[src/design/ljpf_pkg.sv]
// ----------------------------------------------------------------------------
// ljpf_pkg
// Shared types, register codes and reset values of the Lennard-Jones
// pair force accumulator.
// ----------------------------------------------------------------------------
package ljpf_pkg;

   localparam int QUEUE_DEPTH_DEF = 2;
   localparam int CSR_IDX_W       = 3;

   typedef enum logic [CSR_IDX_W-1:0] {
      CSR_BOX_X_LOW  = 3'd0,
      CSR_BOX_X_HIGH = 3'd1,
      CSR_BOX_Y_LOW  = 3'd2,
      CSR_BOX_Y_HIGH = 3'd3,
      CSR_BOX_Z_LOW  = 3'd4,
      CSR_BOX_Z_HIGH = 3'd5,
      CSR_CUTOFF_SQ  = 3'd6
   } csr_index_type;

   localparam logic signed [31:0] BOX_LOW_RST   = 32'shFFE0_0000;
   localparam logic signed [31:0] BOX_HIGH_RST  = 32'sh0020_0000;
   localparam logic        [31:0] CUTOFF_SQ_RST = 32'd410042;

   typedef struct packed {
      logic signed [31:0] box_x_low;
      logic signed [31:0] box_x_high;
      logic signed [31:0] box_y_low;
      logic signed [31:0] box_y_high;
      logic signed [31:0] box_z_low;
      logic signed [31:0] box_z_high;
      logic        [31:0] cutoff_sq;
   } cfg_type;

   typedef struct packed {
      logic signed [31:0] home_x;
      logic signed [31:0] home_y;
      logic signed [31:0] home_z;
      logic signed [31:0] neighbor_x;
      logic signed [31:0] neighbor_y;
      logic signed [31:0] neighbor_z;
      logic signed [31:0] coef_repulsive;
      logic signed [31:0] coef_attractive;
      logic               last_neighbor;
   } req_data_type;

   typedef struct packed {
      logic signed [47:0] pair_force_x;
      logic signed [47:0] pair_force_y;
      logic signed [47:0] pair_force_z;
      logic               within_cutoff;
      logic signed [47:0] total_force_x;
      logic signed [47:0] total_force_y;
      logic signed [47:0] total_force_z;
      logic               total_valid;
   } rsp_data_type;

   typedef struct packed {
      logic signed [31:0] d_x;
      logic signed [31:0] d_y;
      logic signed [31:0] d_z;
      logic        [63:0] rsq;
      logic               in_cut;
      logic signed [31:0] lj1;
      logic signed [31:0] lj2;
      logic               last;
   } pair_type;

endpackage

[src/design/ljpf_queue.sv]
// ----------------------------------------------------------------------------
// ljpf_queue
// Short queue of classified pairs between the front and back parts.
// ----------------------------------------------------------------------------
module ljpf_queue #(
   parameter int DEPTH = ljpf_pkg::QUEUE_DEPTH_DEF
) (
   input  logic             clock,
   input  logic             reset,
   input  logic             push,
   input  ljpf_pkg::pair_type push_data,
   output logic             full,
   input  logic             pop,
   output ljpf_pkg::pair_type pop_data,
   output logic             empty
);
   import ljpf_pkg::*;

   localparam int PTR_W = $clog2(DEPTH);
   localparam int CNT_W = $clog2(DEPTH + 1);

   pair_type           mem [DEPTH];
   logic [PTR_W-1:0]   wr_ff, rd_ff;
   logic [CNT_W-1:0]   count_ff;

   assign full     = (count_ff == CNT_W'(DEPTH));
   assign empty    = (count_ff == '0);
   assign pop_data = mem[rd_ff];

   always_ff @(posedge clock) begin
      if (push) begin
         mem[wr_ff] <= push_data;
      end
   end

   always_ff @(posedge clock) begin
      if (reset) begin
         wr_ff    <= '0;
         rd_ff    <= '0;
         count_ff <= '0;
      end else begin
         if (push) begin
            wr_ff <= (wr_ff == PTR_W'(DEPTH - 1)) ? '0 : wr_ff + PTR_W'(1);
         end
         if (pop) begin
            rd_ff <= (rd_ff == PTR_W'(DEPTH - 1)) ? '0 : rd_ff + PTR_W'(1);
         end
         if (push && !pop) begin
            count_ff <= count_ff + CNT_W'(1);
         end else if (pop && !push) begin
            count_ff <= count_ff - CNT_W'(1);
         end
      end
   end

`ifndef SYNTH
   a_no_overflow: assert property (@(posedge clock) disable iff (reset)
      push |-> (!full || pop)) else $error("queue push while full");
   a_no_underflow: assert property (@(posedge clock) disable iff (reset)
      pop |-> !empty) else $error("queue pop while empty");
   a_count_bound: assert property (@(posedge clock) disable iff (reset)
      count_ff <= CNT_W'(DEPTH)) else $error("queue count out of range");
`endif

endmodule

[config.mk]
export PLATFORM = sky130hd
export DESIGN_NAME = ljpf_queue
export DESIGN_NICKNAME = d
export VERILOG_FILES = /design/src/design/ljpf_pkg.sv /design/src/design/ljpf_queue.sv
export SDC_FILE = /design/constraint.sdc
export NUM_CORES = 1
export LEC_CHECK = 0
export BUFFER_PORTS_ARGS = -buffer_cell sky130_fd_sc_hd__buf_2
export CELL_PAD_IN_SITES_DETAIL_PLACEMENT = 1
export CELL_PAD_IN_SITES_GLOBAL_PLACEMENT = 1
export CORE_UTILIZATION = 25
export DETAILED_ROUTE_END_ITERATION = 12
export PLACE_DENSITY_LB_ADDON = 0.08
export SYNTH_ARGS = -nofsm -noshare
export SYNTH_HDL_FRONTEND = slang
export SYNTH_SLANG_ARGS = --single-unit
export TNS_END_PERCENT = 100
[constraint.sdc]
create_clock -name clock -period 18.2 [get_ports clock]
set_input_delay 3.64 -clock clock [delete_from_list [all_inputs] [get_ports clock]]
set_output_delay 3.64 -clock clock [all_outputs]
set_load 0.05 [all_outputs]
Yosys cells after proc, flatten, opt, wreduce, memory -nomap -nowiden
Memory sizes are Yosys's and may differ from the RTL's. A register that Yosys moved wholly into a read port is not among the register bits.
Index checks and enable logic that the tools add are counted.
W data, S select, Z words.
Storage, ports and cells
  bits in registers: 4
  latch bits: 0
  bits in writable memories: 452
  memory bits (read-only): 0
  input bits: 230
  output and inout bits: 228
  logic and storage cells: 23
  memories: 1
Cells by class
  add/sub/neg operators: 4
  multipliers: 0
  div/mod/pow operators: 0
  $lt $le $gt $ge: 0
  equality and inequality tests: 1
  shift-type cells: 0
  mux-type cells: 8
  bitwise operators: 0
  reduce and logical (&&, ||, !) cells: 6
Memory list
  mem: depth 2, width 226, rd ports 1, clocked after Yosys merged registers in 1, write ports 1, RTL line ljpf_queue.sv:22  | pair_type mem [DEPTH];
Operators with widths (number)
  $mux W1: 6
  $mux W2: 2
  $add A1 B1 Y1 const B: 2
  $add A2 B1 Y2 const B: 1
  $eq A2 B2 Y1 const B: 1
  $logic_and A1 B1 Y1: 2
  $logic_not A1 Y1: 2
  $logic_not A2 Y1: 1
  $reduce_bool A2 Y1: 1
  $sub A2 B1 Y2 const B: 1

Longest topological paths before layout
  depth after elaboration: 4
  depth in mapped cells: 5
  depth with buffers taken out: 5

Least setup slack after synthesis
Ideal clock, no wire load.
  path kind: input -> register
  from: in push
  to: mem mem[0][0] (netlist name), enable pin
  library setup time: 0.844 ns
  arrival time: 13.374 ns
  required time: 17.356 ns
  slack: 3.982 ns
  cell stages on the path: 1
  buffers on the path: 0
  cells stage by stage: nor2b_1
Between the ends
  word-level cells in the longest chain between the ends: 2
RTL lines
  from (decl): RTL line ljpf_queue.sv:10  | input logic push,
  $mux W1: RTL line ljpf_queue.sv:31  | if (push) begin
  $mux W1 (not written as such): RTL line ljpf_queue.sv:32  | mem[wr_ff] <= push_data;
  to (decl): RTL line ljpf_queue.sv:22
Every way passes these cells.

==> PnR_summary.wiki <==
{| class="wikitable"
! Metric !! Value
|-
| Status || finished, final reports clean
|-
| Net count after synthesis || 956
|-
| Endpoint of the most critical register-to-register path || mem[1][189]
|-
| Most common cell after layout, fill and taps aside || sky130_fd_sc_hd__buf_2
|-
| Wire length per cell after detailed routing || 20.75 µm
|-
| Worst setup path class || register to primary output
|-
| Insertion delay to the later sink of the worst-skew pair || 0.59 ns
|-
| R2r worst-path depth || 2
|-
| Final RePlAce weighted congestion || 0.7157
|-
| Post-synthesis cell type with the largest combined area || sky130_fd_sc_hd__edfxtp_1
|-
| Arrival time at the worst endpoint || 4.07 ns
|-
| IR Drop Worst-Case VDD || 0.05919 mV
|-
| Placeable core area || 67400 µm²
|-
| P per Cell Area || 127.7 nW/µm²
|-
| Required time at the endpoint of the critical path || 14.56 ns
|-
| Total clock buffers created by CTS || 54
|-
| Worst reg2reg setup slack || 15.70 ns
|-
| Total Routing Usage GR || 12.53%
|-
| Clock tree from TritonCTS || built
|-
| Worst-path maximum fanout || 62
|-
| Fraction of layout instances using a drive strength above 1 || 61.19%
|-
| Synth Instances || 725
|-
| Dpl hpwl || 30130 µm
|-
| Router iterations before antenna repair || 4
|-
| Warnings from Yosys || 0
|-
| Number of gates resized after CTS || 0
|-
| Width of the die || 263.4 µm
|-
| Time the worst path needs with I/O delays and setup || 7.712 ns
|-
| Sinks on the clock net || 457
|-
| Bufs on Longest Clock Path || 3
|-
| WL final || 44420 µm
|-
| Worst stage delay on the critical path || 0.99 ns
|-
| Sum Neg Setup Slack || 0 ns
|-
| Kind of cell adding the most delay to the critical path || buffers and inverters
|-
| Area of the die || 69370 µm²
|-
| Termination of the worst setup path || pop_data[196]
|-
| Type of element capturing the critical path || primary output
|-
| Cell with the largest stage delay on the worst path || sky130_fd_sc_hd__dfxtp_4
|-
| Pin count of the biggest net entering global routing || 146
|-
| Leakage power || 8.463 nW
|-
| Fin. max-slew vios || 0
|-
| Starting DRC count in detailed routing || 291
|-
| Unique masters post-synth || 16
|-
| Depth of the critical timing path with buffers and inverters included || 4
|-
| Via count of the first global-routing pass || 9506
|-
| Setup repair after global routing missed its margin || false
|-
| Area after DPL || 20310 µm²
|-
| # Post-CTS Setup Buffers || 0
|-
| Total congestion overflow || 0
|-
| Area growth from synthesis to layout || 29.87%
|-
| Clock skew || 0.009832 ns
|-
| Max Fclk || 129.7 MHz
|-
| Worst Path Buf+Inv || 3
|-
| IO buf count || 457
|-
| Initial standard-cell utilization of the core || 25.34%
|-
| Root buffer cell || sky130_fd_sc_hd__clkbuf_16
|-
| Synth area leaders || sky130_fd_sc_hd__edfxtp_1 (79%), sky130_fd_sc_hd__mux2_4 (12%), sky130_fd_sc_hd__mux2_2 (5.7%), sky130_fd_sc_hd__buf_6 (1.1%), sky130_fd_sc_hd__dfxtp_1 (0.59%)
|-
| Register bit count reported by yosys || 457
|-
| Final layout net count || 1452
|-
| Site row count || 95
|-
| Final Cell Area || 22180 µm²
|-
| Tcrit/Tclk final || 42.37%
|-
| Number of antenna violations at the first check in global routing || 19
|-
| Final Hold Viols || 0
|-
| Die H || 263.4 µm
|-
| Per-instance average area after synthesis || 23.56 µm²
|-
| Overall power after layout || 2.834 mW
|-
| CP startpoint kind || register
|-
| Global-route wire length before repair || 63690 µm
|-
| Boundary Pins || 458
|-
| Number of filler cells placed in the layout || 6897
|-
| Most frequent cells in the layout || sky130_fd_sc_hd__buf_2 (457), sky130_fd_sc_hd__edfxtp_1 (452), sky130_fd_sc_hd__mux2_4 (140), sky130_fd_sc_hd__mux2_2 (86), sky130_fd_sc_hd__clkbuf_16 (55)
|-
| Hold crit path type || register to register
|-
| Total standard cell area after synthesis || 17080 µm²
|-
| Max-slew headroom || 23.41%
|-
| Number of maximum-capacitance constraint violations || 0
|-
| Final Setup Violations || 0
|-
| Detail Route Antenna Nets || 0
|-
| Sequential element share of the synthesized area || 80.05%
|-
| Ordered cell list for the critical path || buf_4 > buf_4 > mux2_4 > buf_2
|-
| DRC Markers || 0
|-
| Reg2reg start || wr_ff
|-
| Area share of the largest cell type after synthesis || 79.47%
|-
| Clock-pin transition on the worst setup and hold timing paths || 0.05 ns
|-
| Number of hold buffers added after CTS || 0
|-
| Total via count in the routed design || 8623
|-
| Worst-Margin Slew || 1.149 ns
|-
| Final core utilization || 32.91%
|-
| Number of H-tree levels || 2
|-
| Cell with the most instances on the worst path || sky130_fd_sc_hd__buf_4
|-
| Vias per std cell || 4.028
|}
-- worst min path at each step --
stage           startpoint  depth (start not counted)  slack, ns           to
2_1_floorplan  count_ff[1]                          2       0.46  count_ff[1]
3_3_place_gp   count_ff[1]                          2       0.49  count_ff[1]
3_5_place_dp         rd_ff                          2       0.50     register
4_1_cts        count_ff[1]                          2       0.52  count_ff[1]
5_1_grt              rd_ff                          2       0.55        rd_ff
6_report       count_ff[1]                          2       0.52  count_ff[1]
-- synth_stat cells (all sizes together) --
| cell type | count |
|---|---|
| edfxtp | 452 |
| inv | 1 |
| nor2 | 5 |
| dfxtp | 5 |
| mux2 | 226 |
| buf | 25 |
| a21oi | 1 |
| nor2b | 2 |
| xor2 | 2 |
| ha | 1 |
| o21ai | 1 |
| xnor2 | 2 |
| or3 | 1 |
| and2 | 1 |
-- final cells by class --
cell class | instances | area, µm² | share of cell area [%]
Antenna cell | 3 | 7.507 | 0.03384
Clock buffer | 63 | 1406 | 6.340
Clock inverter | 37 | 454.2 | 2.047
Inverter | 1 | 3.754 | 0.01692
Multi-Input combinational cell | 242 | 3182 | 14.34
Sequential cell | 457 | 13680 | 61.66
Tap cell | 873 | 1092 | 4.924
Timing Repair Buffer | 465 | 2360 | 10.64
-- layer usage --
metal  share of wire, %  track usage [%]  up-vias
met4                2.4            4.094       26
li1                   -                -     3898
met5               0.42                0        -
met1                 37            13.21     4323
met2                 52            22.39      276
met3                8.2            5.275      100
-- worst min-delay path, stage by stage (launching register included) --
cell	delay, ns
sky130_fd_sc_hd__dfxtp_1	0.33
sky130_fd_sc_hd__o21ai_0	0.08
sky130_fd_sc_hd__a21oi_1	0.06
-- report_power, final --
group / leakage (nW) / internal [mW] / total [mW] / switching [mW]
Sequential: 4.28 / 1.23 / 1.25 / 0.0223
Combinational: 3.27 / 0.135 / 0.449 / 0.315
Clock: 0.909 / 0.704 / 1.13 / 0.426
-- through the flow --
stage | cells | hold slack (ns) | setup WS, ns
2_1_floorplan | 725 | 0.4608 | 3.982
3_3_place_gp | 2038 | 0.4938 | 10.99
3_5_place_dp | 2038 | 0.5005 | 10.95
4_1_cts | 2138 | 0.5174 | 10.31
5_1_grt | 2140 | 0.5491 | 10.20
6_report | 2141 | 0.5166 | 10.49
-- cell families (layout without fill, tap and decap cells) --
kind of cell             Yosys count  after routing  share of synthesized area, %
adder cells (fa/ha/maj)            1              1                       0.07324
multiplexers                     226            226                         17.98
XOR/XNOR                           4              4                        0.2052
AND/OR/NAND/NOR                    9              9                        0.2564
AO/OA/AOI/OAI                      2              2                       0.05855
flip-flops                       457            457                         80.05
other                              0              3                             0
buffers and inverters             26            566                         1.377
-- state kept, by name (all words and copies together), names as in the netlist, named ones only --
register,count
wr_ff,1
count_ff,2
rd_ff,1
mem,452
(Power assumes the default switching activity.)
