File: src/design/ljpf_pkg.sv
// ----------------------------------------------------------------------------
// ljpf_pkg
// Shared types, register codes and reset values of the Lennard-Jones
// pair force accumulator.
// ----------------------------------------------------------------------------
package ljpf_pkg;

   localparam int QUEUE_DEPTH_DEF = 2;
   localparam int CSR_IDX_W       = 3;

   typedef enum logic [CSR_IDX_W-1:0] {
      CSR_BOX_X_LOW  = 3'd0,
      CSR_BOX_X_HIGH = 3'd1,
      CSR_BOX_Y_LOW  = 3'd2,
      CSR_BOX_Y_HIGH = 3'd3,
      CSR_BOX_Z_LOW  = 3'd4,
      CSR_BOX_Z_HIGH = 3'd5,
      CSR_CUTOFF_SQ  = 3'd6
   } csr_index_type;

   localparam logic signed [31:0] BOX_LOW_RST   = 32'shFFE0_0000;
   localparam logic signed [31:0] BOX_HIGH_RST  = 32'sh0020_0000;
   localparam logic        [31:0] CUTOFF_SQ_RST = 32'd410042;

   typedef struct packed {
      logic signed [31:0] box_x_low;
      logic signed [31:0] box_x_high;
      logic signed [31:0] box_y_low;
      logic signed [31:0] box_y_high;
      logic signed [31:0] box_z_low;
      logic signed [31:0] box_z_high;
      logic        [31:0] cutoff_sq;
   } cfg_type;

   typedef struct packed {
      logic signed [31:0] home_x;
      logic signed [31:0] home_y;
      logic signed [31:0] home_z;
      logic signed [31:0] neighbor_x;
      logic signed [31:0] neighbor_y;
      logic signed [31:0] neighbor_z;
      logic signed [31:0] coef_repulsive;
      logic signed [31:0] coef_attractive;
      logic               last_neighbor;
   } req_data_type;

   typedef struct packed {
      logic signed [47:0] pair_force_x;
      logic signed [47:0] pair_force_y;
      logic signed [47:0] pair_force_z;
      logic               within_cutoff;
      logic signed [47:0] total_force_x;
      logic signed [47:0] total_force_y;
      logic signed [47:0] total_force_z;
      logic               total_valid;
   } rsp_data_type;

   typedef struct packed {
      logic signed [31:0] d_x;
      logic signed [31:0] d_y;
      logic signed [31:0] d_z;
      logic        [63:0] rsq;
      logic               in_cut;
      logic signed [31:0] lj1;
      logic signed [31:0] lj2;
      logic               last;
   } pair_type;

endpackage

File: src/design/ljpf_front.sv
// ----------------------------------------------------------------------------
// ljpf_front
// Takes a pair word, wraps the separation into the box, sums the squared
// distance with one multiplier and classifies the pair against the cutoff.
// ----------------------------------------------------------------------------
module ljpf_front (
   input  logic                 clock,
   input  logic                 reset,
   input  ljpf_pkg::cfg_type      cfg,
   input  logic                 req_push,
   output logic                 req_full,
   input  ljpf_pkg::req_data_type req_data,
   output logic                 q_push,
   input  logic                 q_full,
   output ljpf_pkg::pair_type     q_data
);
   import ljpf_pkg::*;

   typedef enum logic [3:0] {
      F_IDLE = 4'b0001,
      F_WRAP = 4'b0010,
      F_SQ   = 4'b0100,
      F_PUSH = 4'b1000
   } fstate_type;

   localparam logic signed [35:0] D_MAX = 36'sh0_7FFF_FFFF;
   localparam logic signed [35:0] D_MIN = 36'shF_8000_0000;

   function automatic logic signed [31:0] wrap_axis(
      input logic signed [31:0] home,
      input logic signed [31:0] nb,
      input logic signed [31:0] lo,
      input logic signed [31:0] hi
   );
      logic signed [35:0] lo_e;
      logic signed [35:0] hi_e;
      logic signed [35:0] len;
      logic signed [35:0] d;
      logic signed [31:0] r;
      lo_e = 36'(lo);
      hi_e = 36'(hi);
      len  = hi_e - lo_e;
      d    = 36'(home) - 36'(nb);
      if (d >= hi_e) begin
         d = d - len;
      end else if (d < lo_e) begin
         d = d + len;
      end
      if (d > D_MAX) begin
         r = 32'sh7FFF_FFFF;
      end else if (d < D_MIN) begin
         r = 32'sh8000_0000;
      end else begin
         r = d[31:0];
      end
      return r;
   endfunction

   fstate_type           state_ff, state_in;
   req_data_type         in_ff;
   logic signed [31:0]   dx_ff, dy_ff, dz_ff;
   logic [63:0]          rsq_ff, sq_ff;
   logic [1:0]           cnt_ff;
   logic signed [31:0]   d_sel;
   logic [31:0]          d_abs;
   logic [63:0]          sq_in;
   logic                 in_cut;

   assign req_full = (state_ff != F_IDLE);

   always_comb begin
      case (cnt_ff)
         2'd0:    d_sel = dx_ff;
         2'd1:    d_sel = dy_ff;
         default: d_sel = dz_ff;
      endcase
   end

   assign d_abs  = d_sel[31] ? (~d_sel + 32'd1) : d_sel;
   assign sq_in  = 64'(d_abs) * 64'(d_abs);
   assign in_cut = rsq_ff < {16'd0, cfg.cutoff_sq, 16'd0};

   always_comb begin
      state_in = state_ff;
      case (state_ff)
         F_IDLE:  if (req_push) state_in = F_WRAP;
         F_WRAP:  state_in = F_SQ;
         F_SQ:    if (cnt_ff == 2'd3) state_in = F_PUSH;
         F_PUSH:  if (!q_full) state_in = F_IDLE;
         default: state_in = F_IDLE;
      endcase
   end

   always_ff @(posedge clock) begin
      if (reset) begin
         state_ff <= F_IDLE;
      end else begin
         state_ff <= state_in;
      end
   end

   always_ff @(posedge clock) begin
      if (state_ff == F_IDLE && req_push) begin
         in_ff <= req_data;
      end
      if (state_ff == F_WRAP) begin
         dx_ff  <= wrap_axis(in_ff.home_x, in_ff.neighbor_x, cfg.box_x_low, cfg.box_x_high);
         dy_ff  <= wrap_axis(in_ff.home_y, in_ff.neighbor_y, cfg.box_y_low, cfg.box_y_high);
         dz_ff  <= wrap_axis(in_ff.home_z, in_ff.neighbor_z, cfg.box_z_low, cfg.box_z_high);
         rsq_ff <= '0;
         cnt_ff <= '0;
      end
      if (state_ff == F_SQ) begin
         sq_ff  <= sq_in;
         cnt_ff <= cnt_ff + 2'd1;
         if (cnt_ff != 2'd0) begin
            rsq_ff <= rsq_ff + sq_ff;
         end
      end
   end

   assign q_push        = (state_ff == F_PUSH) && !q_full;
   assign q_data.d_x    = dx_ff;
   assign q_data.d_y    = dy_ff;
   assign q_data.d_z    = dz_ff;
   assign q_data.rsq    = rsq_ff;
   assign q_data.in_cut = in_cut;
   assign q_data.lj1    = in_ff.coef_repulsive;
   assign q_data.lj2    = in_ff.coef_attractive;
   assign q_data.last   = in_ff.last_neighbor;

endmodule

File: config.mk
export PLATFORM = sky130hd
export DESIGN_NAME = ljpf_front
export DESIGN_NICKNAME = d
export VERILOG_FILES = /design/src/design/ljpf_pkg.sv /design/src/design/ljpf_front.sv
export SDC_FILE = /design/constraint.sdc
export NUM_CORES = 2
export LEC_CHECK = 0
export ABC_AREA = 1
export ABC_CLOCK_PERIOD_IN_PS = 20100
export BUFFER_PORTS_ARGS = -buffer_cell sky130_fd_sc_hd__buf_4
export CAP_MARGIN = 20
export CELL_PAD_IN_SITES_DETAIL_PLACEMENT = 1
export CELL_PAD_IN_SITES_GLOBAL_PLACEMENT = 2
export CORE_ASPECT_RATIO = 0.8
export CORE_UTILIZATION = 36
export DETAILED_ROUTE_END_ITERATION = 12
export HOLD_SLACK_MARGIN = 0.08
export PLACE_DENSITY = 0.89
export RECOVER_POWER = 50
export SLEW_MARGIN = 20
export SYNTH_ARGS = -nofsm -noshare
export SYNTH_HDL_FRONTEND = slang
export SYNTH_SLANG_ARGS = --single-unit
File: constraint.sdc
create_clock -name clock -period 20.1 [get_ports clock]
set_input_delay 4.02 -clock clock [delete_from_list [all_inputs] [get_ports clock]]
set_output_delay 4.02 -clock clock [all_outputs]
set_load 0.02 [all_outputs]
-- Yosys cells after proc, flatten, opt, wreduce, memory -nomap -nowiden
Index checks and enable logic that the tools add are counted.
- register bits after elaboration: 487
- input bits: 485
- output and inout bits: 228
- word-level logic and storage cells: 86
- add/subtract/negate cells: 15
- multipliers: 1
- magnitude comparators: 13
- equal/unequal tests: 10
- mux-type cells: 23
- bitwise logic cells: 1
- reductions and logical operators: 7
- operator list (kind ; count):
    $mux 36 ; 9
    $sub 32x32->33 ; 6
    $mux 64 ; 3
    $mux 32 ; 4
    $gt 36x32->1 const B ; 3
    $lt 36x32->1 const B ; 3
    $add 33x33->34 ; 3
    $sub 33x33->34 ; 3
    $ge 33x32->1 ; 3
    $lt 33x32->1 ; 3
    $add 64x64->64 ; 1
    $lt 64x48->1 ; 1
    $mul 32x32->64 ; 1
    $pmux 32 s2 ; 1
    $add 32x1->32 const B ; 1
    $not 32->32 ; 1
    $pmux 4 s4 ; 1
    $mux 4 ; 3
    $ne 2x2->1 const B ; 3
    $eq 4x1->1 const B ; 1
    $eq 4x2->1 const B ; 1
    $eq 4x3->1 const B ; 1
    $eq 4x4->1 const B ; 1
    $mux 2 ; 2
    other kinds (9) ; 11

-- Depth between registers and ports, before layout
- depth in word-level cells: 7
- depth in mapped cells: 50
- gate-level depth less buffers: 47

-- Worst setup path after synthesis
Ideal clock, no wire load.
- path kind: input port to flip-flop
- start point: input port req_push
- end point: register in_ff[100] (netlist bit) (enable)
- library setup time: 0.881 ns
- data arrival time: 14.672 ns
- data required time: 19.219 ns
- slack: 4.547 ns
- stages on the path: 2
- path buffers: 0
- cells stage by stage: inv_1 > nor2_1
- word-level cells in the longest chain between the ends: 1
- RTL lines (item ; RTL line ; source):
    start: declaration ; ljpf_front.sv:10 ; input logic req_push,
    $logic_and 1x1->1 ; ljpf_front.sv:103 ; if (state_ff == F_IDLE && req_push) begin
    end signal: assignment ; ljpf_front.sv:104 ; in_ff <= req_data;
    end: declaration ; ljpf_front.sv:60 ; req_data_type in_ff;
Every way passes these cells.
A chain may end at the register's enable or synchronous reset.

-- Final worst setup path
- start point: register cnt_ff[1]
- end point: register sq_ff[55], data pin
- word-level cells in the longest chain between the ends: 6
- elaborated cells between the ends (all ways): 7
- those cells by class: add/sub (1); mul (1); eq/ne (1); mux (2); bitwise (1); reduce/logical (1)
- RTL lines (item ; RTL line ; source):
    start: declaration ; ljpf_front.sv:63 ; logic [1:0] cnt_ff;
    start signal: assignment ; ljpf_front.sv:115 ; cnt_ff <= cnt_ff + 2'd1;
    $eq 2x1->1 / $logic_not 2->1 (equally long branches) ; ljpf_front.sv:72 ; case (cnt_ff)
    $pmux 32 s2 (*) ; ljpf_front.sv:72 ;
    $not 32->32 ; ljpf_front.sv:79 ; assign d_abs = d_sel[31] ? (~d_sel + 32'd1) : d_sel;
    $add 32x1->32 ; ljpf_front.sv:79 ;
    $mux 32 (*) ; ljpf_front.sv:79 ;
    $mul 32x32->64 (*) ; ljpf_front.sv:80 ; assign sq_in = 64'(d_abs) * 64'(d_abs);
    via sq_in[55] ; ljpf_front.sv:66 ; logic [63:0] sq_in;
    end signal: assignment ; ljpf_front.sv:114 ; sq_ff <= sq_in;
    end: declaration ; ljpf_front.sv:62 ; logic [63:0] rsq_ff, sq_ff;
The timed path passes the listed nets; every way through them passes the cells marked *.

==> flow_summary.toml <==
[setup_path]
r2r_cells = 38
cp-startpoint = "cnt_ff[1]"
r2r-start = "cnt_ff[1]"
critical_path_buf_inv_count = 8
r2r_setup_slack_ns = 5.91
critical-path-slowest-cell = "clkbuf_1"
timing.rr.end = "sq_ff[55]"
arrival_ns = 14.64
critPathTopFamily = "adder cells"
cpMostUsedCell = "nand2_1"
critical_path_cell_count = 38
critPathLaunchType = "flip-flop"
crit_path_max_fanout = 33
endpoint = "sq_ff[55]"
cp.required_ns = 20.56
endpoint_kind = "flip-flop"
cpPeakStageDelay_ns = 1.78
setup.worst_path.class = "reg -> reg"

[place]
post-dp-hpwl_mm = 316.5
gp_congestion = 1.010
dpl-instance-area_mm2 = 0.09229
dpl_worst_slack_ns = 8.374
io_buffers = 712
dp_cells = 15200

[grt]
grt_use_total_pct = 30.75
globalRouteOverflowTotal = 0
antenna_found_initial = 11
grt_first_pass_wirelength_mm = 541.9
grt_pass1_vias = 85960
grt_max_degree = 82

[synthesis]
synthSimpleGateAreaFrac_pct = 22.16
netlist_area_mm2 = 0.08397
synth_mux_area_share_pct = 0.1431
yosys-top-cells-area = "fa_1 19%, edfxtp_1 15%, ha_1 14%"
synth-edff-count = 418
synthXorXnorAreaFrac_pct = 3.816
async_reset_ff_share_pct = 0
synth_top_area_share_pct = 19.29
syn_area_per_cell_um2 = 7.255
yosysUniqueCellTypes = 69
ys_warn_count = 0
synth_top_family_by_area = "adder cells"
ys.flop_type = "edfxtp_1"
yosysSeqAreaShare_pct = 16.57
synth-seq-cells = 486
synth_cells = 11570
synthAdderAreaFrac_pct = 33.64
synth_compound_area_share_pct = 10.99
synth_top_area_cell = "fa_1"

[route]
viasPerCell = 5.257
first_pass_iters = 5
num_vias = 80470
ant_nets = 0
drc = 0
drtIter0Drc = 5235
wl_mm = 364.4
wl_per_cell_um = 23.81

[outcome]
status = "finished, violations left"
violations = "capacitance limit, slew limit"

[floorplan]
io_pins = 713
die_w_um = 542.0
rows = 158
fp.dieArea_mm2 = 0.2352
core_area_mm2 = 0.2317
fp.dieH_um = 434.0
start_util_pct = 36.24

[timing]
tightest_slew_ns = 3.863
finalCritPeriodShare_pct = 70.58
period_needed_ns = 14.19
hold_viol = 0
final.setup_skew_ns = 0.04041
finalSetupViolCount = 0
fin_ws_ns = 5.912
rsz0062_at_grt = "false"
max_slew_margin_pct = -157.5
finalMaxSlewViolations = 347
fmax_mhz = 70.48
fin_setup_tns_ns = 0

[clock_tree]
htreeDepth = 2
path_clk_slew_ns = 0.06
clk_latency_ns = 0.74
cts_buffers = 55
root_buffer = "clkbuf_16"
cts-resized-gates = 0
clock-sinks = 486
post_cts_buffers = 0
cts_tree = "done"
clockBufferDepth = 3
cts.hold.buffers_added = 0

[final_layout]
ff_latch_area_mm2 = 0.01391
fin_cells = 15310
multi_input_area_mm2 = 0.05953
final_common_cell = "nand2_1"
final_cell_mix = "2550 x nand2_1, 2390 x inv_1, 1183 x nor2_1, 963 x ha_1, 809 x fa_1"
syn_to_final_growth_pct = 11.83
design_area_mm2 = 0.09390
drive_above_1_share_pct = 7.543
fin_nets = 14400
fill_cells = 29340

[run]
max_cap_viol_count = 7

[min_path]
min_path_type = "reg -> reg"
==> layer usage <==
layer  part of all wire (%)  GRT usage, %  vias up
li1                       -             -    37420
met1                     45         41.18    40130
met2                     45         49.74     2433
met3                    6.2         4.361      478
met4                    4.7         12.45       12
met5                  0.025             0        -
==> state kept, by name (all words and copies together) (netlist names) <==
name and cells:
in_ff 192, q_data 65, rsq_ff 64, sq_ff 63
dx_ff 32, dy_ff 32, dz_ff 32, state_ff 4
cnt_ff 2
==> layout make-up <==
cell class / count / area share, %
multi-input combinational: 8393 / 63.40
antenna: 3 / 0.007995
timing repair buffer: 774 / 5.980
clock buffer: 65 / 1.527
clock inverter: 38 / 0.4051
sequential: 486 / 14.82
tap: 3120 / 4.158
inverter: 2428 / 9.708
==> cell families (layout without fill, tap and decap cells) <==
logic type      after synthesis  count (layout)
simple gates               4577            4577
fa+ha+maj                  1772            1772
compound gates             1642            1642
mux                          12              12
xor+xnor                    365             365
flops                       486             486
buf+inv                    2718            3305
other cells                   2              28
==> worst reg2reg max path: cells and delay by family (launching register included) <==
kind,cells,cell delay [ns]
AO/OA/AOI/OAI,6,1.18
flip-flops,1,0.40
XOR/XNOR,1,0.30
AND/OR/NAND/NOR,13,3.19
buffers and inverters,8,3.62
adder cells (fa/ha/maj),10,5.22
==> synthesized netlist by cell type, drive strengths merged (2+ instances only) <==
library cell     n
a21oi          763
o2111ai          4
o31ai            2
fa             809
ha             963
o21a            39
xor2           290
a31oi           48
a31o            13
mux2i           12
nor4            33
o311ai           4
dfxtp           68
edfxtp         418
o21bai         101
nor2          1202
and2             3
clkinv           4
or2             26
inv           2424
nor3b            2
a21o            79
a22oi            4
nand2         2561
nand3          527
and3            10
a211oi          13
o211ai          44
o221ai           5
a21boi          27
clkbuf         105
nand3b          13
nand4           88
xnor2           75
buf            185
nor3           110
o21ai          484
a221oi           5
conb             2
==> metrics by stage <==
step                      hold WS (ns)  util [%]
final                           0.5196     40.53
after global routing            0.5479     40.52
after CTS                       0.5194     40.62
after detailed placement        0.5103     39.83
after global placement          0.4964     39.82
after floorplan                 0.5327         -
==> how the worst min path moves through the flow <==
stage,slack [ns],endpoint,depth (start not counted),from
5_1_grt,0.55,rsq_ff[3],2,rsq_ff[3]
4_1_cts,0.52,rsq_ff[3],2,rsq_ff[3]
3_5_place_dp,0.51,rsq_ff[3],2,rsq_ff[3]
6_report,0.52,rsq_ff[3],2,rsq_ff[3]
3_3_place_gp,0.50,rsq_ff[0],2,rsq_ff[0]
2_1_floorplan,0.53,rsq_ff[0],3,sq_ff[0]
Power is not shown: default switching activity piles up to over one toggle a cycle in this logic, so the estimate is an artifact.
