==> src/design/ljpf_pkg.sv <==
// ----------------------------------------------------------------------------
// ljpf_pkg
// Shared types, register codes and reset values of the Lennard-Jones
// pair force accumulator.
// ----------------------------------------------------------------------------
package ljpf_pkg;

   localparam int QUEUE_DEPTH_DEF = 2;
   localparam int CSR_IDX_W       = 3;

   typedef enum logic [CSR_IDX_W-1:0] {
      CSR_BOX_X_LOW  = 3'd0,
      CSR_BOX_X_HIGH = 3'd1,
      CSR_BOX_Y_LOW  = 3'd2,
      CSR_BOX_Y_HIGH = 3'd3,
      CSR_BOX_Z_LOW  = 3'd4,
      CSR_BOX_Z_HIGH = 3'd5,
      CSR_CUTOFF_SQ  = 3'd6
   } csr_index_type;

   localparam logic signed [31:0] BOX_LOW_RST   = 32'shFFE0_0000;
   localparam logic signed [31:0] BOX_HIGH_RST  = 32'sh0020_0000;
   localparam logic        [31:0] CUTOFF_SQ_RST = 32'd410042;

   typedef struct packed {
      logic signed [31:0] box_x_low;
      logic signed [31:0] box_x_high;
      logic signed [31:0] box_y_low;
      logic signed [31:0] box_y_high;
      logic signed [31:0] box_z_low;
      logic signed [31:0] box_z_high;
      logic        [31:0] cutoff_sq;
   } cfg_type;

   typedef struct packed {
      logic signed [31:0] home_x;
      logic signed [31:0] home_y;
      logic signed [31:0] home_z;
      logic signed [31:0] neighbor_x;
      logic signed [31:0] neighbor_y;
      logic signed [31:0] neighbor_z;
      logic signed [31:0] coef_repulsive;
      logic signed [31:0] coef_attractive;
      logic               last_neighbor;
   } req_data_type;

   typedef struct packed {
      logic signed [47:0] pair_force_x;
      logic signed [47:0] pair_force_y;
      logic signed [47:0] pair_force_z;
      logic               within_cutoff;
      logic signed [47:0] total_force_x;
      logic signed [47:0] total_force_y;
      logic signed [47:0] total_force_z;
      logic               total_valid;
   } rsp_data_type;

   typedef struct packed {
      logic signed [31:0] d_x;
      logic signed [31:0] d_y;
      logic signed [31:0] d_z;
      logic        [63:0] rsq;
      logic               in_cut;
      logic signed [31:0] lj1;
      logic signed [31:0] lj2;
      logic               last;
   } pair_type;

endpackage

==> src/design/ljpf_back.sv <==
// ----------------------------------------------------------------------------
// ljpf_back
// Computes the pair force with a bit-serial reciprocal and one shared
// multiplier, accumulates the home totals and holds the result word.
// ----------------------------------------------------------------------------
module ljpf_back (
   input  logic                 clock,
   input  logic                 reset,
   input  logic                 q_empty,
   input  ljpf_pkg::pair_type     q_data,
   output logic                 q_pop,
   output logic                 rsp_empty,
   input  logic                 rsp_pop,
   output ljpf_pkg::rsp_data_type rsp_data
);
   import ljpf_pkg::*;

   typedef enum logic [3:0] {
      B_IDLE = 4'b0001,
      B_DIV  = 4'b0010,
      B_MUL  = 4'b0100,
      B_OUT  = 4'b1000
   } bstate_type;

   localparam logic [2:0] STEP_R4  = 3'd0;
   localparam logic [2:0] STEP_R6  = 3'd1;
   localparam logic [2:0] STEP_U   = 3'd2;
   localparam logic [2:0] STEP_FLJ = 3'd3;
   localparam logic [2:0] STEP_FF  = 3'd4;
   localparam logic [2:0] STEP_PFX = 3'd5;
   localparam logic [2:0] STEP_PFY = 3'd6;
   localparam logic [2:0] STEP_PFZ = 3'd7;

   localparam logic [1:0] PH_LO  = 2'd0;
   localparam logic [1:0] PH_HI  = 2'd1;
   localparam logic [1:0] PH_RES = 2'd2;

   localparam logic [47:0] SATV = 48'h7FFF_FFFF_FFFF;

   function automatic logic signed [47:0] sat50(input logic signed [49:0] v);
      logic signed [47:0] r;
      if (v > 50'sh0_7FFF_FFFF_FFFF) begin
         r = 48'sh7FFF_FFFF_FFFF;
      end else if (v < -50'sh0_7FFF_FFFF_FFFF) begin
         r = -48'sh7FFF_FFFF_FFFF;
      end else begin
         r = v[47:0];
      end
      return r;
   endfunction

   bstate_type           state_ff, state_in;
   pair_type             work_ff;
   logic [31:0]          quot_ff;
   logic [47:0]          rem_ff;
   logic [4:0]           div_cnt_ff;
   logic [2:0]           step_ff;
   logic [1:0]           phase_ff;
   logic [63:0]          prod_ff;
   logic [47:0]          lo_ff;
   logic [31:0]          r4_ff, r6_ff;
   logic signed [47:0]   u_ff, flj_ff, ff_ff;
   logic signed [47:0]   pfx_ff, pfy_ff, pfz_ff;
   logic signed [47:0]   sumx_ff, sumy_ff, sumz_ff;
   rsp_data_type         rsp_data_ff;
   logic                 rsp_valid_ff;

   logic signed [47:0]   a_val;
   logic [31:0]          b_val;
   logic [47:0]          a_mag;
   logic signed [31:0]   d_sel;
   logic [31:0]          d_abs;
   logic                 pf_step;
   logic                 res_neg;
   logic [31:0]          mul_a;
   logic [63:0]          mul_prod;
   logic [47:0]          hi_p;
   logic [48:0]          sum49;
   logic [47:0]          r_mag;
   logic signed [47:0]   res;
   logic [48:0]          rem_sh;
   logic                 ge;
   logic                 load;
   logic signed [47:0]   nsx, nsy, nsz;

   always_comb begin
      case (step_ff)
         STEP_PFY: d_sel = work_ff.d_y;
         STEP_PFZ: d_sel = work_ff.d_z;
         default:  d_sel = work_ff.d_x;
      endcase
   end

   assign d_abs   = d_sel[31] ? (~d_sel + 32'd1) : d_sel;
   assign pf_step = (step_ff == STEP_PFX) || (step_ff == STEP_PFY) ||
                    (step_ff == STEP_PFZ);

   always_comb begin
      case (step_ff)
         STEP_R4:  begin a_val = {16'd0, quot_ff};  b_val = quot_ff; end
         STEP_R6:  begin a_val = {16'd0, r4_ff};    b_val = quot_ff; end
         STEP_U:   begin a_val = 48'(work_ff.lj1);  b_val = r6_ff;   end
         STEP_FLJ: begin a_val = u_ff;              b_val = r6_ff;   end
         STEP_FF:  begin a_val = flj_ff;            b_val = quot_ff; end
         default:  begin a_val = ff_ff;             b_val = d_abs;   end
      endcase
   end

   assign a_mag    = a_val[47] ? 48'(-a_val) : a_val;
   assign res_neg  = a_val[47] ^ (pf_step & d_sel[31]);
   assign mul_a    = (phase_ff == PH_LO) ? a_mag[31:0] : {16'd0, a_mag[47:32]};
   assign mul_prod = 64'(mul_a) * 64'(b_val);

   assign hi_p  = prod_ff[47:0];
   assign sum49 = (49'(hi_p[31:0]) << 16) + 49'(lo_ff);
   assign r_mag = ((hi_p > 48'h0000_7FFF_FFFF) || (sum49 > 49'(SATV))) ? SATV : sum49[47:0];
   assign res   = res_neg ? -$signed(r_mag) : $signed(r_mag);

   assign rem_sh = {rem_ff, 1'b0};
   assign ge     = rem_sh >= {1'b0, work_ff.rsq[47:0]};

   assign q_pop     = (state_ff == B_IDLE) && !q_empty;
   assign load      = (state_ff == B_OUT) && (!rsp_valid_ff || rsp_pop);
   assign rsp_empty = !rsp_valid_ff;
   assign rsp_data  = rsp_data_ff;

   assign nsx = work_ff.in_cut ? sat50(50'(sumx_ff) + 50'(pfx_ff)) : sumx_ff;
   assign nsy = work_ff.in_cut ? sat50(50'(sumy_ff) + 50'(pfy_ff)) : sumy_ff;
   assign nsz = work_ff.in_cut ? sat50(50'(sumz_ff) + 50'(pfz_ff)) : sumz_ff;

   always_comb begin
      state_in = state_ff;
      case (state_ff)
         B_IDLE: begin
            if (!q_empty) begin
               if (!q_data.in_cut) begin
                  state_in = B_OUT;
               end else if (q_data.rsq[47:0] <= 48'h0_0001_0000) begin
                  state_in = B_MUL;
               end else begin
                  state_in = B_DIV;
               end
            end
         end
         B_DIV:   if (div_cnt_ff == 5'd31) state_in = B_MUL;
         B_MUL:   if (phase_ff == PH_RES && step_ff == STEP_PFZ) state_in = B_OUT;
         B_OUT:   if (load) state_in = B_IDLE;
         default: state_in = B_IDLE;
      endcase
   end

   always_ff @(posedge clock) begin
      if (reset) begin
         state_ff     <= B_IDLE;
         rsp_valid_ff <= 1'b0;
         sumx_ff      <= '0;
         sumy_ff      <= '0;
         sumz_ff      <= '0;
      end else begin
         state_ff <= state_in;
         if (load) begin
            rsp_valid_ff <= 1'b1;
            sumx_ff      <= work_ff.last ? '0 : nsx;
            sumy_ff      <= work_ff.last ? '0 : nsy;
            sumz_ff      <= work_ff.last ? '0 : nsz;
         end else if (rsp_pop) begin
            rsp_valid_ff <= 1'b0;
         end
      end
   end

   always_ff @(posedge clock) begin
      prod_ff <= mul_prod;
      case (state_ff)
         B_IDLE: begin
            if (!q_empty) begin
               work_ff    <= q_data;
               quot_ff    <= 32'hFFFF_FFFF;
               rem_ff     <= 48'h0_0001_0000;
               div_cnt_ff <= '0;
               step_ff    <= STEP_R4;
               phase_ff   <= PH_LO;
               pfx_ff     <= '0;
               pfy_ff     <= '0;
               pfz_ff     <= '0;
            end
         end
         B_DIV: begin
            rem_ff     <= ge ? 48'(rem_sh - {1'b0, work_ff.rsq[47:0]}) : rem_sh[47:0];
            quot_ff    <= {quot_ff[30:0], ge};
            div_cnt_ff <= div_cnt_ff + 5'd1;
         end
         B_MUL: begin
            case (phase_ff)
               PH_LO: phase_ff <= PH_HI;
               PH_HI: begin
                  lo_ff    <= prod_ff[63:16];
                  phase_ff <= PH_RES;
               end
               default: begin
                  phase_ff <= PH_LO;
                  step_ff  <= step_ff + 3'd1;
                  case (step_ff)
                     STEP_R4:  r4_ff  <= (r_mag > 48'h0000_FFFF_FFFF) ? 32'hFFFF_FFFF : r_mag[31:0];
                     STEP_R6:  r6_ff  <= (r_mag > 48'h0000_FFFF_FFFF) ? 32'hFFFF_FFFF : r_mag[31:0];
                     STEP_U:   u_ff   <= sat50(50'(res) - 50'(work_ff.lj2));
                     STEP_FLJ: flj_ff <= res;
                     STEP_FF:  ff_ff  <= res;
                     STEP_PFX: pfx_ff <= res;
                     STEP_PFY: pfy_ff <= res;
                     default:  pfz_ff <= res;
                  endcase
               end
            endcase
         end
         default: begin
         end
      endcase
      if (load) begin
         rsp_data_ff.pair_force_x  <= pfx_ff;
         rsp_data_ff.pair_force_y  <= pfy_ff;
         rsp_data_ff.pair_force_z  <= pfz_ff;
         rsp_data_ff.within_cutoff <= work_ff.in_cut;
         rsp_data_ff.total_force_x <= work_ff.last ? nsx : '0;
         rsp_data_ff.total_force_y <= work_ff.last ? nsy : '0;
         rsp_data_ff.total_force_z <= work_ff.last ? nsz : '0;
         rsp_data_ff.total_valid   <= work_ff.last;
      end
   end

`ifndef SYNTH
   a_outside_zero: assert property (@(posedge clock) disable iff (reset)
      (load && !work_ff.in_cut) |=> (rsp_data_ff.pair_force_x == '0 &&
      rsp_data_ff.pair_force_y == '0 && rsp_data_ff.pair_force_z == '0))
      else $error("nonzero force outside cutoff");
   a_totals_zero: assert property (@(posedge clock) disable iff (reset)
      (rsp_valid_ff && !rsp_data_ff.total_valid) |-> (rsp_data_ff.total_force_x == '0 &&
      rsp_data_ff.total_force_y == '0 && rsp_data_ff.total_force_z == '0))
      else $error("totals shown on a non-final word");
   a_div_inside: assert property (@(posedge clock) disable iff (reset)
      (state_ff == B_DIV || state_ff == B_MUL) |-> work_ff.in_cut)
      else $error("force path entered for a pair outside cutoff");
`endif

endmodule
==> config.mk <==
export PLATFORM = sky130hd
export DESIGN_NAME = ljpf_back
export DESIGN_NICKNAME = d
export VERILOG_FILES = /design/src/design/ljpf_pkg.sv /design/src/design/ljpf_back.sv
export SDC_FILE = /design/constraint.sdc
export NUM_CORES = 2
export LEC_CHECK = 0
export ABC_AREA = 1
export BUFFER_PORTS_ARGS = -buffer_cell sky130_fd_sc_hd__buf_2
export CAP_MARGIN = 10
export CELL_PAD_IN_SITES_DETAIL_PLACEMENT = 1
export CELL_PAD_IN_SITES_GLOBAL_PLACEMENT = 2
export CORE_MARGIN = 2
export CORE_UTILIZATION = 41
export CTS_CLUSTER_SIZE = 24
export DETAILED_ROUTE_END_ITERATION = 6
export GPL_ROUTABILITY_DRIVEN = 0
export PLACE_DENSITY_LB_ADDON = 0.3
export SYNTH_ARGS = -nofsm -noshare
export SYNTH_HDL_FRONTEND = slang
export SYNTH_SLANG_ARGS = --single-unit
==> constraint.sdc <==
create_clock -name clock -period 29.1 [get_ports clock]
set_input_delay 1.455 -clock clock [delete_from_list [all_inputs] [get_ports clock]]
set_output_delay 1.455 -clock clock [all_outputs]
set_load 0.02 [all_outputs]
---- Yosys cells after proc, flatten, opt, wreduce, memory -nomap -nowiden ----
Cells that the tools add are included.
operators by class
  $mul .................................... 1
  reduce and logical (&&, ||, !) cells .... 33
  add/subtract/negate cells ............... 11
  bitwise logic cells ..................... 5
  magnitude comparators ................... 13
  equal/unequal tests ..................... 22
  multiplexer cells ....................... 54
operators with widths
  cell                     number
  $mux W48                 25
  $pmux W48 S2             4
  $pmux W48 S5             1
  $add A48 B48 Y49         4
  $gt A49 B48 Y1 const B   4
  $lt A49 B48 Y1 const B   4
  $pmux W32 S2             3
  $mux W32                 4
  $neg A48 Y48             2
  $mul A32 B32 Y64         1
  $ge A49 B48 Y1           1
  $gt A49 B47 Y1 const B   1
  $sub A48 B32 Y49         1
  $gt A48 B31 Y1 const B   1
  $gt A48 B32 Y1 const B   1
  $le A48 B17 Y1 const B   1
  $sub A48 B48 Y48         1
  $add A32 B1 Y32 const B  1
  $not A32 Y32             1
  $mux W4                  5
  $reduce_and A3 Y1        6
  $ne A2 B2 Y1 const B     8
  $pmux W4 S4              1
  $reduce_and A4 Y1        4
  32 further kinds         54
word-level totals
  logic and storage cells ................. 176
  register bits after elaboration ......... 1,203
  output and inout bits ................... 292
  input port bits ......................... 230

---- Logic depth before layout (Yosys ltp) ----
  depth in word-level cells ............... 9
  gate-level depth with buffers ........... 53
  depth with buffers taken out ............ 52

---- Least setup slack after synthesis ----
Ideal clock, no wire load.
  kind .................................... input to register
  from .................................... in q_empty
  to ...................................... reg pfy_ff[0] (enable)
  data arrival time ....................... 14,034 ps
  required time ........................... 28,631 ps
  buffers on the path ..................... 0
  setup slack ............................. 14,597 ps
  library setup time ...................... 469 ps
  cell stages on the path ................. 5
  cells stage by stage .................... nor2_1 > inv_1 > nand2_1 > inv_1 > a21oi_1
on the way
  longest elaborated chain between the ends .. 2
RTL lines
  what                                line              text
  from (decl)                         ljpf_back.sv:9    input logic q_empty,
  $ne A2 B2 Y1 (no source line)       -
  $reduce_and A4 Y1 (no source line)  -
  to (signal assigned)                ljpf_back.sv:210  STEP_PFY: pfy_ff <= res;
  to (decl)                           ljpf_back.sv:63   logic signed [47:0] pfx_ff, pfy_ff, pfz_ff;
No other way between the ends.
A chain may end at the register's enable or synchronous reset.

---- Final worst setup path ----
  from .................................... reg step_ff[1]
  to ...................................... reg prod_ff[56]
on the way
  longest elaborated chain between the ends .. 7
  elaborated cells between the ends (all ways) .. 19
  those cells by class .................... add/sub: 2; mul: 1; eq/ne: 6; mux: 6; bitwise: 1; reduce/logical: 3
RTL lines
  what                    line              text
  from (decl)             ljpf_back.sv:57   logic [2:0] step_ff;
  from (signal assigned)  ljpf_back.sv:202  step_ff <= step_ff + 3'd1;
  $eq A3 B3 Y1            ljpf_back.sv:87   case (step_ff)
  $pmux W32 S2            ljpf_back.sv:87
  $not A32 Y32            ljpf_back.sv:94   assign d_abs = d_sel[31] ? (~d_sel + 32'd1) : d_sel;
  $add A32 B1 Y32         ljpf_back.sv:94
  $mux W32                ljpf_back.sv:94
  $pmux W32 S2            ljpf_back.sv:99   case (step_ff)
  $mul A32 B32 Y64 (*)    ljpf_back.sv:112  assign mul_prod = 64'(mul_a) * 64'(b_val);
  net mul_prod[56]        ljpf_back.sv:76   logic [63:0] mul_prod;
  to (signal assigned)    ljpf_back.sv:173  prod_ff <= mul_prod;
  to (decl)               ljpf_back.sv:59   logic [63:0] prod_ff;
Mark *: on every way through the listed nets, which the timed path passes. The rest lies on a longest branch.

==> results.ini <==
[setup_path]
slowest_stage=o21ai_0
end_kind=register
startpoint_type=register
path_max_fanout=64
worst_path_largest_cell_delay_ns=0.80
crit_arrival_ns=14.73
criticalPathCategory=register to register
crit_top_cell=inv_1
required_ns=29.78

[run_status]
outcome=finished, final reports clean

[layout]
nNetsFinal=15100
final_cells=16900
drive_gt1_frac=0.0872
area_delta_synth_final_pct=10.6

[route]
drcViolationCount=0
wl_um=417000
detail_route.vias_per_cell=5.42
via_count=91800
first_iter_violations=7609
dr.pass1.iters=5
ant_nets=0
wl_per_cell_um=24.6

[yosys]
synth_area_um2=104000
synth_cells=13000
syn_nets=14700
ys.flop_type=edfxtp_1
postSynthRegisterBits=1203
synth.avg_cell_area_um2=7.98
synth_cell_types=68
yosys_warnings=0
async_flop_share=0
synth_seq_area_share=0.327
synth-edff-count=990

[clock_tree]
htreeDepth=4
clk_pin_slew_ns=0.06
holdBufCountCts=0
cts_resized=0
cts_sinks=1203
clockBufferDepth=3
cts_tree=done
post_cts_buffers=0
insertion_delay_ns=0.85
cts_made_buffers=140
cts_root_buf=clkbuf_16

[global_route]
globalRouteOverflowTotal=0
grt_max_degree=171
grt_pass1_wl_um=616000
antenna_found_initial=45
grt_pass1_vias=97100
grt_use_total=0.320

[sta]
fin_ws_ns=15.05
post-route-period-util=0.483
finalHoldViolations=0
tightest_slew_ns=1.41
setup_viol=0
slew-limit-headroom=0.0514
fin_skew_ns=0.0964
finalSetupTns_ns=0
grt_setup_unrepaired=no
fmax_mhz=71.2
min_period_ns=14.05
maxSlewViolCount=0

[die]
dieArea_um2=258000
die_height_um=508
dieWidth_um=508
start_util=0.413
num_rows=184
core-area_um2=252000
ios=522

[placement]
dp_cells=16700
hpwl_um=334000
pre_cts_ws_ns=15.42
numPortBuffers=505

[hold_path]
hold_class=register to register

[job]
cap_violations=0

critical path: cells and delay by family, from the launching register on:
family	cells	cell delay, ns
buffers and inverters	15	3.26
AO/OA/AOI/OAI	8	2.97
AND/OR/NAND/NOR	16	2.20
flip-flops	1	0.47
adder cells (fa/ha/maj)	10	4.71
XOR/XNOR	1	0.21
path summary, 6_finish.rpt:
check,start,end,slack (ns),cells after the start
max,step_ff[1]$_SDFFCE_PN0P_,prod_ff[56]$_DFF_P_,15.05,50
min,prod_ff[51]$_DFF_P_,lo_ff[35]$_DFFE_PP_,0.41,0
max reg2reg,step_ff[1]$_SDFFCE_PN0P_,prod_ff[56]$_DFF_P_,15.05,50
min reg2reg,prod_ff[51]$_DFF_P_,lo_ff[35]$_DFFE_PP_,0.41,0
synth_stat cells (31+ instances only):
cell | count | area [um^2]
edfxtp_1 | 990 | 29700
xor2_1 | 178 | 1560
inv_1 | 2393 | 8980
a31oi_1 | 60 | 375
nor4_1 | 35 | 219
nand4_1 | 111 | 694
nand3_1 | 532 | 2660
buf_2 | 116 | 581
inv_2 | 33 | 124
and3_1 | 31 | 194
o21bai_1 | 36 | 270
nand2_1 | 3617 | 13600
ha_1 | 546 | 6830
o21ai_0 | 301 | 1510
clkbuf_1 | 200 | 751
or2_2 | 167 | 1040
nor3_1 | 83 | 415
dfxtp_1 | 213 | 4260
nor2_1 | 1442 | 5410
a21oi_1 | 534 | 2670
fa_1 | 902 | 18100
nand3b_1 | 32 | 240
xnor2_1 | 101 | 885
o21ai_1 | 31 | 155
kinds of logic after synthesis:
logic type	after synthesis	share of synthesized area
DFF	1203	0.327
and+or+nand+nor	6163	0.244
xor gates and xnor gates	279	0.0235
adders and majority gates	1448	0.239
AOI/OAI and AO/OA	1145	0.0626
buffers and inverters	2811	0.104
metrics by stage:
step                hold slack (ns)  area [um^2]  utilization
floorplan                     0.386       104000            -
global placement              0.395       110000        0.438
detailed placement            0.391       110000        0.438
CTS                           0.406       115000        0.457
global route                  0.415       115000        0.457
finish                        0.409       115000        0.457
metal layers:
metal	vias to the layer above	GRT usage	part of all wire
li1	41400	-	-
met1	45700	0.422	0.42
met2	3707	0.509	0.44
met3	912	0.0592	0.080
met4	24	0.152	0.055
met5	-	0	0.00038
registers in the layout (all words and copies together) (netlist names), 3 cells and up:
signal and cells:
r6_ff 32, pfz_ff 48, work_ff 210, r4_ff 32
prod_ff 64, flj_ff 48, sumy_ff 48, rem_ff 48
pfy_ff 48, state_ff 4, quot_ff 32, step_ff 3
u_ff 48, ff_ff 48, sumx_ff 48, div_cnt_ff 5
pfx_ff 48, sumz_ff 48, lo_ff 48, rsp_data 290
cell usage in the layout, fill, tap and decap left out, types with 22 or more instances in the layout:
cell type,n
nand2_1,3610
inv_1,2391
nor2_1,1433
edfxtp_1,990
fa_1,902
ha_1,545
a21oi_1,531
nand3_1,530
buf_2,504
o21ai_0,301
dfxtp_1,213
xor2_1,178
or2_2,167
clkbuf_16,140
buf_4,119
nand4_1,111
xnor2_1,101
nor3_1,81
a31oi_1,55
o21bai_1,36
nor4_1,34
inv_2,33
nor2_4,32
nand3b_1,32
and3_1,31
a21o_1,30
o21ai_1,30
clkbuf_1,30
nor2_2,29
o21a_1,24
clkinv_1,22
clkinv_2,22
layout make-up:
type | count | area, um^2
inverters | 2437 | 9160
well taps | 3348 | 4190
diodes | 19 | 47.5
clock buffers | 177 | 3710
repair buffers | 629 | 3530
multi-input cells | 9035 | 59500
fillers | 30900 | 137000
flip-flops and latches | 1203 | 34000
clock inverters | 78 | 965
Power is not shown: default switching activity piles up to over one toggle a cycle in this logic, so the estimate is an artifact.
